`src/hw/rtl/scaw_pkg.sv`:
```
`default_nettype none

package scaw_pkg;

    // Field widths of the stream payloads.
    localparam int WORD_W   = 16;
    localparam int POS_W    = 10;   // scaled position of one entry
    localparam int HELD_W   = 11;   // held and drawn positions
    localparam int SUM_W    = 12;   // one guard bit for add and mirror
    localparam int COLOR_W  = 6;
    localparam int LIMIT_W  = 10;
    localparam int IN_DATA_W  = 64;
    localparam int OUT_DATA_W = 48;

    // Configuration port.
    localparam int CFG_INDEX_W = 3;
    localparam int CFG_DATA_W  = 10;

    typedef enum logic [CFG_INDEX_W-1:0] {
        REG_SPRITE_FORMAT   = 3'd0,
        REG_SCREEN_FLIP     = 3'd1,
        REG_PRIORITY_SELECT = 3'd2,
        REG_FLIP_LIMIT_X    = 3'd3,
        REG_FLIP_LIMIT_Y    = 3'd4
    } cfg_index_t;

    localparam logic              FORMAT_OLD     = 1'b0;
    localparam logic              RST_FORMAT     = 1'b1;
    localparam logic [1:0]        RST_FLIP       = 2'd0;
    localparam logic [1:0]        RST_PRIORITY   = 2'd0;
    localparam logic [LIMIT_W-1:0] RST_LIMIT_X   = 10'd303;
    localparam logic [LIMIT_W-1:0] RST_LIMIT_Y   = 10'd223;

    // Bits 15..13 of the attribute all set mark a chained entry.
    localparam logic [WORD_W-1:0] MULTI_MASK = 16'he000;

    typedef struct packed {
        logic                sprite_format;
        logic [1:0]          screen_flip;
        logic [1:0]          priority_select;
        logic [LIMIT_W-1:0]  flip_limit_x;
        logic [LIMIT_W-1:0]  flip_limit_y;
    } cfg_t;

    typedef struct packed {
        logic                     first;
        logic                     chain;
        logic [WORD_W-1:0]        attr;
        logic [WORD_W-1:0]        code;
        logic signed [POS_W-1:0]  x;
        logic signed [POS_W-1:0]  y;
    } entry_t;

    typedef struct packed {
        logic signed [HELD_W-1:0] x;
        logic signed [HELD_W-1:0] y;
        logic [WORD_W-1:0]        code;
        logic [WORD_W-1:0]        attr;
        logic                     flip_x;
        logic                     flip_y;
    } held_t;

    typedef struct packed {
        logic [WORD_W-1:0]        code;
        logic [COLOR_W-1:0]       color;
        logic                     flip_x;
        logic                     flip_y;
        logic signed [HELD_W-1:0] draw_x;
        logic signed [HELD_W-1:0] draw_y;
    } result_t;

endpackage

`default_nettype wire

```
`src/hw/rtl/scaw_entry_decode.sv`:
```
`default_nettype none

module scaw_entry_decode
(
    input  wire logic                          first_entry,
    input  wire logic [scaw_pkg::WORD_W-1:0]   attr_word,
    input  wire logic [scaw_pkg::WORD_W-1:0]   code_word,
    input  wire logic [scaw_pkg::WORD_W-1:0]   xpos_word,
    input  wire logic [scaw_pkg::WORD_W-1:0]   ypos_word,
    input  wire logic                          sprite_format,
    output scaw_pkg::entry_t                   entry
);

    logic [scaw_pkg::WORD_W-1:0] attr_new;

    // Divide a signed word by 64, rounding toward zero: bias negatives by 63
    // before the arithmetic shift. The biased value cannot overflow.
    function automatic logic signed [scaw_pkg::POS_W-1:0] scale_pos(
        input logic [scaw_pkg::WORD_W-1:0] w
    );
        logic signed [scaw_pkg::WORD_W-1:0] biased;
        biased = $signed(w) + (w[scaw_pkg::WORD_W-1] ? 16'sd63 : 16'sd0);
        return biased[scaw_pkg::WORD_W-1:scaw_pkg::WORD_W-scaw_pkg::POS_W];
    endfunction

    always_comb
    begin
        if (sprite_format == scaw_pkg::FORMAT_OLD)
        begin
            // Older layout: flips sit in the two low bits, priority and
            // color two places higher.
            attr_new = {attr_word[15:10], attr_word[1:0], attr_word[9:2]};
        end
        else
        begin
            attr_new = attr_word;
        end
    end

    always_comb
    begin
        entry.first = first_entry;
        entry.chain = (attr_new & scaw_pkg::MULTI_MASK) == scaw_pkg::MULTI_MASK;
        entry.attr  = attr_new;
        entry.code  = code_word;
        entry.x     = scale_pos(xpos_word);
        entry.y     = scale_pos(ypos_word);
    end

endmodule

`default_nettype wire

```
`src/hw/rtl/scaw_chain_state.sv`:
```
`default_nettype none

module scaw_chain_state
(
    input  wire logic              clk,
    input  wire logic              rst_n,
    input  wire logic              advance,
    input  wire scaw_pkg::entry_t  entry,
    output scaw_pkg::held_t        held_next
);

    scaw_pkg::held_t held_reg;
    scaw_pkg::held_t base;

    // Chained positions saturate symmetrically at +/-1023.
    function automatic logic signed [scaw_pkg::HELD_W-1:0] clamp_held(
        input logic signed [scaw_pkg::SUM_W-1:0] v
    );
        if (v > 12'sd1023)
            return 11'sd1023;
        else if (v < -12'sd1023)
            return -11'sd1023;
        else
            return v[scaw_pkg::HELD_W-1:0];
    endfunction

    always_comb
    begin
        base = entry.first ? '0 : held_reg;
        held_next = base;
        if (entry.chain)
        begin
            held_next.x = clamp_held({base.x[scaw_pkg::HELD_W-1], base.x}
                + {{(scaw_pkg::SUM_W-scaw_pkg::POS_W){entry.x[scaw_pkg::POS_W-1]}}, entry.x});
            held_next.y = clamp_held({base.y[scaw_pkg::HELD_W-1], base.y}
                + {{(scaw_pkg::SUM_W-scaw_pkg::POS_W){entry.y[scaw_pkg::POS_W-1]}}, entry.y});
            held_next.code = base.code + 16'd1;
        end
        else
        begin
            held_next.x = {entry.x[scaw_pkg::POS_W-1], entry.x};
            held_next.y = {entry.y[scaw_pkg::POS_W-1], entry.y};
            held_next.code   = entry.code;
            held_next.attr   = entry.attr;
            held_next.flip_x = entry.attr[9];
            held_next.flip_y = entry.attr[8];
        end
    end

    always_ff @(posedge clk or negedge rst_n)
    begin
        if (!rst_n)
        begin
            held_reg <= '0;
        end
        else if (advance)
        begin
            held_reg <= held_next;
        end
    end

endmodule

`default_nettype wire

```
`src/hw/rtl/scaw_screen_mirror.sv`:
```
`default_nettype none

module scaw_screen_mirror
(
    input  wire scaw_pkg::held_t  held,
    input  wire scaw_pkg::cfg_t   cfg,
    output logic                  emit,
    output scaw_pkg::result_t     result
);

    // limit - pos lies in -1023..2046; only the top end can clip in practice.
    function automatic logic signed [scaw_pkg::HELD_W-1:0] mirror_pos(
        input logic [scaw_pkg::LIMIT_W-1:0]       limit,
        input logic signed [scaw_pkg::HELD_W-1:0] pos
    );
        logic signed [scaw_pkg::SUM_W-1:0] d;
        d = $signed({2'b00, limit}) - $signed({pos[scaw_pkg::HELD_W-1], pos});
        if (d > 12'sd1023)
            return 11'sd1023;
        else if (d < -12'sd1024)
            return -11'sd1024;
        else
            return d[scaw_pkg::HELD_W-1:0];
    endfunction

    always_comb
    begin
        emit = held.attr[7:6] == cfg.priority_select;

        result.code   = held.code;
        result.color  = held.attr[scaw_pkg::COLOR_W-1:0];
        result.flip_x = held.flip_x ^ cfg.screen_flip[1];
        result.flip_y = held.flip_y ^ cfg.screen_flip[0];
        result.draw_x = cfg.screen_flip[1] ? mirror_pos(cfg.flip_limit_x, held.x) : held.x;
        result.draw_y = cfg.screen_flip[0] ? mirror_pos(cfg.flip_limit_y, held.y) : held.y;
    end

endmodule

`default_nettype wire

```
`src/hw/rtl/sprite_chain_attribute_walker_unit.sv`:
```
`default_nettype none

// Sprite chain walker: takes one four-word sprite list entry per transfer on
// the s_ stream and returns at most one draw command per entry on the m_
// stream, in order. An entry whose top three attribute bits are set continues
// a multisprite chain (offset added to the held position, code incremented);
// any other entry starts a new chain. A draw command appears only when bits
// 7..6 of the held attribute equal priority_select, so entries of other
// priorities are absorbed silently while still updating the chain. Setting
// s_tuser on an entry clears the chain before it is handled; use it on the
// first entry of every list pass. The block sustains one entry per clock:
// an entry is captured in the input register, and as it leaves that register
// the chain registers update and the draw command is loaded into the output
// register, which drives m_tvalid and m_tdata. The only stall is a full
// output register whose command is not taken, and only an entry that
// produces a command waits for it. Configuration registers are written
// through cfg_write/cfg_index/cfg_wdata and must only change while no entry
// is in flight.

module sprite_chain_attribute_walker_unit
(
    input  wire logic                               clk,
    input  wire logic                               rst_n,

    input  wire logic                               s_tvalid,
    output logic                                    s_tready,
    // attr_word [15:0], code_word [31:16], xpos_word [47:32], ypos_word [63:48]
    input  wire logic [scaw_pkg::IN_DATA_W-1:0]     s_tdata,
    // first_entry [0]
    input  wire logic                               s_tuser,

    output logic                                    m_tvalid,
    input  wire logic                               m_tready,
    // sprite_code [15:0], sprite_color [21:16], sprite_flip_x [22],
    // sprite_flip_y [23], draw_x [34:24], draw_y [45:35], zero [47:46]
    output logic [scaw_pkg::OUT_DATA_W-1:0]         m_tdata,

    input  wire logic                               cfg_write,
    input  wire logic [scaw_pkg::CFG_INDEX_W-1:0]   cfg_index,
    input  wire logic [scaw_pkg::CFG_DATA_W-1:0]    cfg_wdata
);

    scaw_pkg::cfg_t             cfg_reg;

    // Input register.
    logic                       in_valid_reg;
    logic                       in_first_reg;
    logic [scaw_pkg::IN_DATA_W-1:0] in_data_reg;

    // Output register.
    logic                       out_valid_reg;
    logic [scaw_pkg::OUT_DATA_W-1:0] out_data_reg;

    scaw_pkg::entry_t           entry;
    scaw_pkg::held_t            held_next;
    scaw_pkg::result_t          result;
    logic                       emit;
    logic                       out_free;
    logic                       advance;
    logic                       in_take;

    // Configuration registers; writes to unused indexes are dropped.
    always_ff @(posedge clk or negedge rst_n)
    begin
        if (!rst_n)
        begin
            cfg_reg.sprite_format   <= scaw_pkg::RST_FORMAT;
            cfg_reg.screen_flip     <= scaw_pkg::RST_FLIP;
            cfg_reg.priority_select <= scaw_pkg::RST_PRIORITY;
            cfg_reg.flip_limit_x    <= scaw_pkg::RST_LIMIT_X;
            cfg_reg.flip_limit_y    <= scaw_pkg::RST_LIMIT_Y;
        end
        else if (cfg_write)
        begin
            unique case (cfg_index)
                scaw_pkg::REG_SPRITE_FORMAT:   cfg_reg.sprite_format   <= cfg_wdata[0];
                scaw_pkg::REG_SCREEN_FLIP:     cfg_reg.screen_flip     <= cfg_wdata[1:0];
                scaw_pkg::REG_PRIORITY_SELECT: cfg_reg.priority_select <= cfg_wdata[1:0];
                scaw_pkg::REG_FLIP_LIMIT_X:    cfg_reg.flip_limit_x    <= cfg_wdata;
                scaw_pkg::REG_FLIP_LIMIT_Y:    cfg_reg.flip_limit_y    <= cfg_wdata;
                default: ;
            endcase
        end
    end

    scaw_entry_decode u_decode
    (
        .first_entry   (in_first_reg),
        .attr_word     (in_data_reg[15:0]),
        .code_word     (in_data_reg[31:16]),
        .xpos_word     (in_data_reg[47:32]),
        .ypos_word     (in_data_reg[63:48]),
        .sprite_format (cfg_reg.sprite_format),
        .entry         (entry)
    );

    scaw_chain_state u_chain
    (
        .clk       (clk),
        .rst_n     (rst_n),
        .advance   (advance),
        .entry     (entry),
        .held_next (held_next)
    );

    scaw_screen_mirror u_mirror
    (
        .held   (held_next),
        .cfg    (cfg_reg),
        .emit   (emit),
        .result (result)
    );

    // An entry that draws nothing never waits for the output side.
    assign out_free = !out_valid_reg || m_tready;
    assign advance  = in_valid_reg && (!emit || out_free);
    assign s_tready = !in_valid_reg || advance;
    assign in_take  = s_tvalid && s_tready;

    always_ff @(posedge clk or negedge rst_n)
    begin
        if (!rst_n)
        begin
            in_valid_reg <= 1'b0;
        end
        else if (s_tready)
        begin
            in_valid_reg <= s_tvalid;
        end
    end

    always_ff @(posedge clk)
    begin
        if (in_take)
        begin
            in_first_reg <= s_tuser;
            in_data_reg  <= s_tdata;
        end
    end

    always_ff @(posedge clk or negedge rst_n)
    begin
        if (!rst_n)
        begin
            out_valid_reg <= 1'b0;
        end
        else if (out_free)
        begin
            out_valid_reg <= advance && emit;
        end
    end

    always_ff @(posedge clk)
    begin
        if (advance && emit)
        begin
            out_data_reg <= {2'b00, result.draw_y, result.draw_x, result.flip_y,
                             result.flip_x, result.color, result.code};
        end
    end

    assign m_tvalid = out_valid_reg;
    assign m_tdata  = out_data_reg;

endmodule

`default_nettype wire

```
`config.mk`:
```
export PLATFORM = sky130hd
export DESIGN_NAME = sprite_chain_attribute_walker_unit
export DESIGN_NICKNAME = d
export VERILOG_FILES = /design/src/hw/rtl/scaw_pkg.sv /design/src/hw/rtl/scaw_entry_decode.sv /design/src/hw/rtl/scaw_chain_state.sv /design/src/hw/rtl/scaw_screen_mirror.sv /design/src/hw/rtl/sprite_chain_attribute_walker_unit.sv
export SDC_FILE = /design/constraint.sdc
export NUM_CORES = 1
export LEC_CHECK = 0
export BUFFER_PORTS_ARGS = -buffer_cell sky130_fd_sc_hd__buf_2
export CAP_MARGIN = 25
export CORE_UTILIZATION = 64
export DETAILED_ROUTE_END_ITERATION = 7
export GPL_TIMING_DRIVEN = 0
export PLACE_DENSITY = 0.87
export SYNTH_ARGS = -nofsm -noshare
export SYNTH_HDL_FRONTEND = slang
export SYNTH_SLANG_ARGS = --single-unit
```
`constraint.sdc`:
```
create_clock -name clk -period 10.6 [get_ports clk]
set_clock_uncertainty 0.15 [all_clocks]
set_input_delay 1.59 -clock clk [delete_from_list [all_inputs] [get_ports clk]]
set_output_delay 1.59 -clock clk [all_outputs]
set_load 0.02 [all_outputs]
```
; Word-level counts from Yosys, hierarchy flattened
; Cells that the tools add are included.
[classes]
reduce_logical = 15
div = 0
mul = 0
order_cmp = 8
n_bitwise = 2
eq_ne = 6
shifts = 0
add_sub_neg = 7
mux = 16
[ops]
columns = operator, count
row1 = 11-bit 2-to-1 mux, 10
row2 = 56-bit 2-to-1 mux, 1
row3 = "12-bit by 11-bit greater-than comparator with 1-bit output, second input constant", 4
row4 = "12-bit by 11-bit < comparator with 1-bit output, second input constant", 4
row5 = 38-bit 2-to-1 mux, 1
row6 = 16-bit by 7-bit adder with 16-bit output, 2
row7 = 11-bit by 10-bit adder with 12-bit output, 2
row8 = 11-bit by 11-bit subtractor with 12-bit output, 2
row9 = 10-bit 2-to-1 mux, 2
row10 = "16-bit by 1-bit adder with 16-bit output, second input constant", 1
row11 = 6-bit 2-to-1 mux, 2
row12 = 2-bit AND reduction, 5
row13 = "3-bit by 2-bit == test with 1-bit output, second input constant", 2
row14 = "3-bit == test, second input constant", 2
row15 = "3-bit by 1-bit == test with 1-bit output, second input constant", 1
row16 = 1-bit logical AND, 3
row17 = 1-bit zero test, 3
row18 = 3-bit zero test, 1
row19 = 1-bit logical OR, 3
row20 = 2-bit == test, 1
row21 = 1-bit bitwise XOR, 2
[totals]
ff_bits = 186
mem_count = 0
out_inout_bits = 50
mem_bits_rw = 0
latch_bits = 0
mem_bits_ro = 0

; Logic depth before layout (Yosys ltp)
[depth]
ltp_word = 12
depth_mapped = 32
depth_no_buf = 32

; Modules after synthesis
; From an unflattened synthesis, not the netlist that was laid out.
[hier_totals]
cells_unflattened = 1018
area_unflattened_um2 = 11482.3
[by_module_without_submodules]
columns = mod, cells_each, area_per_inst_um2, instances
row1 = scaw_chain_state, 493, 4523.1, 1
row2 = sprite_chain_attribute_walker_unit, 181, 4484.3, 1
row3 = scaw_screen_mirror, 235, 1609.0, 1
row4 = scaw_entry_decode, 109, 865.8, 1

; Worst setup path before layout
; OpenSTA, ideal clock, no wires.
[synth_timing]
path_type = reg-to-reg
from = register in_data_reg[63] (netlist bit)
to = register out_data_reg, in the netlist m_tdata[42], data pin
period_less_slack_ps = 6846
path_buffers = 1
t_arrival_ps = 6437
stages_incl_launch_ff = 31
setup_time_ps = 259
path_slack_ps = 3754
cell_sequence = edfxtp_1 -> ha_1 -> nand4_1 -> a211oi_2 -> o211a_1 -> and4_1 -> nand4_1 -> xor2_1 -> inv_1 -> ha_1 -> clkbuf_1 -> a21o_1 -> a211o_1 -> or4_1 -> o211ai_1 -> o21ai_0 -> o21ai_0 -> nor2_1 -> a21oi_1 -> ha_1 -> a21o_1 -> a21o_1 -> or2_2 -> o21a_1 -> o31ai_1 -> o2111ai_1 -> nand3_1 -> o21ai_2 -> a211oi_4 -> o21ai_1 -> a211o_1
[synth_rtl]
columns = item, line_no
row1 = from (decl), sprite_chain_attribute_walker_unit.sv:48  ; logic [scaw_pkg::IN_DATA_W-1:0] in_data_reg;
row2 = from (signal assigned), sprite_chain_attribute_walker_unit.sv:137  ; in_data_reg <= s_tdata;
row3 = to (signal assigned), sprite_chain_attribute_walker_unit.sv:157  ; out_data_reg <= {2'b00, result.draw_y, result.draw_x, result.flip_y,
row4 = to (decl), sprite_chain_attribute_walker_unit.sv:52  ; logic [scaw_pkg::OUT_DATA_W-1:0] out_data_reg;

==> impl_summary.txt <==
----------------------------------------------------
[Place]
  Number of cells after detailed placement ... between 1000 and 1500
  Placement-stage worst setup slack ... 2.57 ns
  Post-detail-place hpwl ... 20.6 mm
  Buffers added on ports ... 127
  Last weighted congestion value of the routability-driven placer ... 0.913

[Detailed routing]
  Routed wire length per instance ... 19.7 µm
  Drt pass-1 iters ... 5
  Violation count after the first detailed-route iteration ... 872
  Routed via count ... 9201
  Drt via density ... 6.35
  Final routed wirelength across all metal layers ... approximately 29 mm
  Number of design rule violations left after detail routing ... 0
  Routed Antenna Nets ... 0

[CTS]
  Latest clock arrival within the worst-skew pair ... 0.44 ns
  Total number of H-tree levels ... 4
  Clock tree root buffer cell ... sky130_fd_sc_hd__clkbuf_16
  Clock transition at the registers of the reported paths ... 0.07 ns
  Number of resized instances in the post-cts repair step ... 0
  Clock Sinks ... 183
  Count of hold-fix buffers inserted at cts ... 0
  Post-CTS Repair Setup Buffers ... 0
  Maximum root-to-sink buffer count ... 2
  TritonCTS clock tree ... yes
  CTS Buf Count ... 17

[Yosys]
  Area share of the largest cell type after synthesis ... 0.292
  Netlist cell types ... 90
  Yosys Warn Count ... 0
  Combined area of all synthesized cells ... 11100 µm²
  Number of cells produced by synthesis ... about 1100
  Avg Inst Size Synth ... 10.4 µm²
  Async set-or-reset flop fraction in the synthesized netlist ... 0.410
  Top cells by area, synth ... sky130_fd_sc_hd__edfxtp_1 29%, sky130_fd_sc_hd__dfrtp_1 14%, sky130_fd_sc_hd__ha_1 4.8%, sky130_fd_sc_hd__mux2_2 4.8%, sky130_fd_sc_hd__o21ai_0 4.4%
  Number of storage elements in the synthesis netlist ... approximately 180
  Number of synthesized flops with an enable pin ... 108
  Post-synth top flop ... sky130_fd_sc_hd__edfxtp_1
  Area leader, netlist ... sky130_fd_sc_hd__edfxtp_1
  Share of the yosys chip area belonging to registers ... 0.463

[Min path]
  Min-Delay Path Class ... flop to flop

[Cells and area]
  Final cell count without fillers ... 1450
  Fill count ... 1126
  Leading cell type in the layout, fill and taps excluded ... sky130_fd_sc_hd__buf_2
  Share of final-layout standard cells stronger than drive strength 1 ... 0.216
  Total Nets Final ... 1346
  Most frequent cells in the layout ... 128 x sky130_fd_sc_hd__buf_2, 112 x sky130_fd_sc_hd__nand2_1, 108 x sky130_fd_sc_hd__edfxtp_1, 97 x sky130_fd_sc_hd__o21ai_0, 61 x sky130_fd_sc_hd__dfrtp_1
  Number of flip-flops in the largest register ... 61
  Growth of design area from synthesis to finish ... 14.0%

[Global route]
  GRT Resource Usage Total ... 0.331
  Leftover overflow at the end of global routing ... 0
  Vias in the first global route ... 8905
  Wire length of the first global-routing pass ... ~45 mm
  Number of antenna violations at the first check in global routing ... 1
  Pin count of the biggest net entering global routing ... 70

[Job]
  Max capacitance violation total ... 0

[Floorplanning]
  Standard-cell row count ... 47
  I/O pins ... approximately 130
  Die Y-Extent ... between 100 and 150 µm
  Area of the die ... around 18000 µm²
  Initial Utilization ... 0.662
  Width of the die ... 134 µm
  Area of the core ... 16800 µm²

[Pwr]
  Final total power ... ~2.4 mW
  Portion of total power attributed to sequential cells ... 0.392
  Combinational cell fraction of total power ... 0.350
  Max VDD drop ... 136 µV
  Power density of the placed cells ... 193 nW/µm²
  Leakage ... around 5.1 nW
  Net switching share of the total power ... 0.367
  Internal power ... approximately 1.5 mW
  Clock share of power ... 0.258
  P_sw ... around 0.9 mW

[STA]
  Final worst-path setup slack ... 2.30 ns
  Final Hold Fails ... 0
  Setup repair after global routing missed its margin ... false
  Shortest clock period the worst path allows after layout ... 8.30 ns
  Max Transition Viols Final ... 0
  Total negative slack for setup checks ... 0 ns
  Transition at the pin with the smallest max-transition slack ... 0.888 ns
  Post-route clock period utilization ... 0.783
  Endpoints failing setup ... 0
  Relative slew margins ... 0.408
  Highest achievable clock rate ... 0.120 GHz

[Worst setup path]
  Delay of the slowest cell on the worst path ... 0.53 ns
  Maximum fanout along the worst path ... 9
  Worst setup SP type ... flop
  WP data arrival ... 8.31 ns
  Crit path required time ... 10.61 ns
  Critical path class ... flop to flop
  Master of the slowest instance on the critical path ... sky130_fd_sc_hd__edfxtp_1
  Critical Path End Type ... flop

[Outcome]
  Result of the run ... complete, no violations

----------------------------------------------------
worst paths after layout:
path,start,to,slack [ns],cells past startpoint
setup / recovery,in_data_reg[63],m_tdata[43],2.30,30
min in group asynchronous,rst_n,u_chain.held_reg[51],0.81,1
max in group asynchronous,rst_n,cfg_reg[10],8.88,2
hold reg to reg,u_chain.held_reg[1],u_chain.held_reg[1],0.33,2
hold / removal,u_chain.held_reg[1],u_chain.held_reg[1],0.33,2
setup reg to reg,in_data_reg[63],m_tdata[43],2.30,30
power by group through the flow:
stage	logic [mW]	registers, mW	clock network, mW
floorplan	0.594	0.987	0
global placement	0.801	0.965	0
detailed placement	0.831	0.967	0
CTS	0.841	0.955	0.631
global route	0.932	0.968	0.657
finish	0.856	0.957	0.629
cell type report:
cell class	instances	area (µm²)	share of cell area
flip-flops and latches	183	5140	0.406
clock buffers	17	425	0.0336
diodes	1	2.50	0.000198
clock inverters	15	155	0.0123
multi-input cells	809	5670	0.448
repair buffers	129	686	0.0542
plain buffers	42	175	0.0138
inverters	34	128	0.0101
well taps	220	275	0.0218
layer usage:
metal  up-vias  global-route usage  wire length (µm)
met5         -                   0                 0
met4         0               0.158              1030
met3        82              0.0498              2080
met2       451               0.537             13700
met1      4419               0.436             11800
li1       4249                   -                 -
cell usage after synthesis (all sizes together) (23+ instances only):
master  instances
a21oi          53
clkbuf         33
dfrtp          61
edfxtp        108
ha             43
inv            34
mux2           47
nand2         112
nand2b         23
nand3          27
nor2           52
nor2b          30
o21ai         103
xnor2          45
kinds of logic after synthesis:
group	Yosys count	share of synthesized area
buf+inv	76	0.0273
simple gates	339	0.156
compound gates	293	0.182
fa+ha+maj	53	0.0615
mux	56	0.0558
xor+xnor	66	0.0548
flops	183	0.463
other cells	1	0.000338
through the flow:
| stage | hold slack [ns] | cell area (µm²) | util |
|---|---|---|---|
| global route | 0.362 | 12700 | 0.755 |
| CTS | 0.333 | 12700 | 0.755 |
| floorplan | 0.292 | 11100 | - |
| detailed placement | 0.317 | 12100 | 0.720 |
| finish | 0.327 | 12700 | 0.755 |
| global placement | 0.303 | 12000 | 0.717 |
critical path, delay by kind of cell (launching register included):
family	cells	cell delay, ns
flip-flops	1	0.53
AND/OR/NAND/NOR	7	1.44
adder cells (fa/ha/maj)	3	1.00
buffers and inverters	2	0.32
AO/OA/AOI/OAI	17	4.28
XOR/XNOR	1	0.31
No activity file was read; power rests on OpenSTA's default activity.
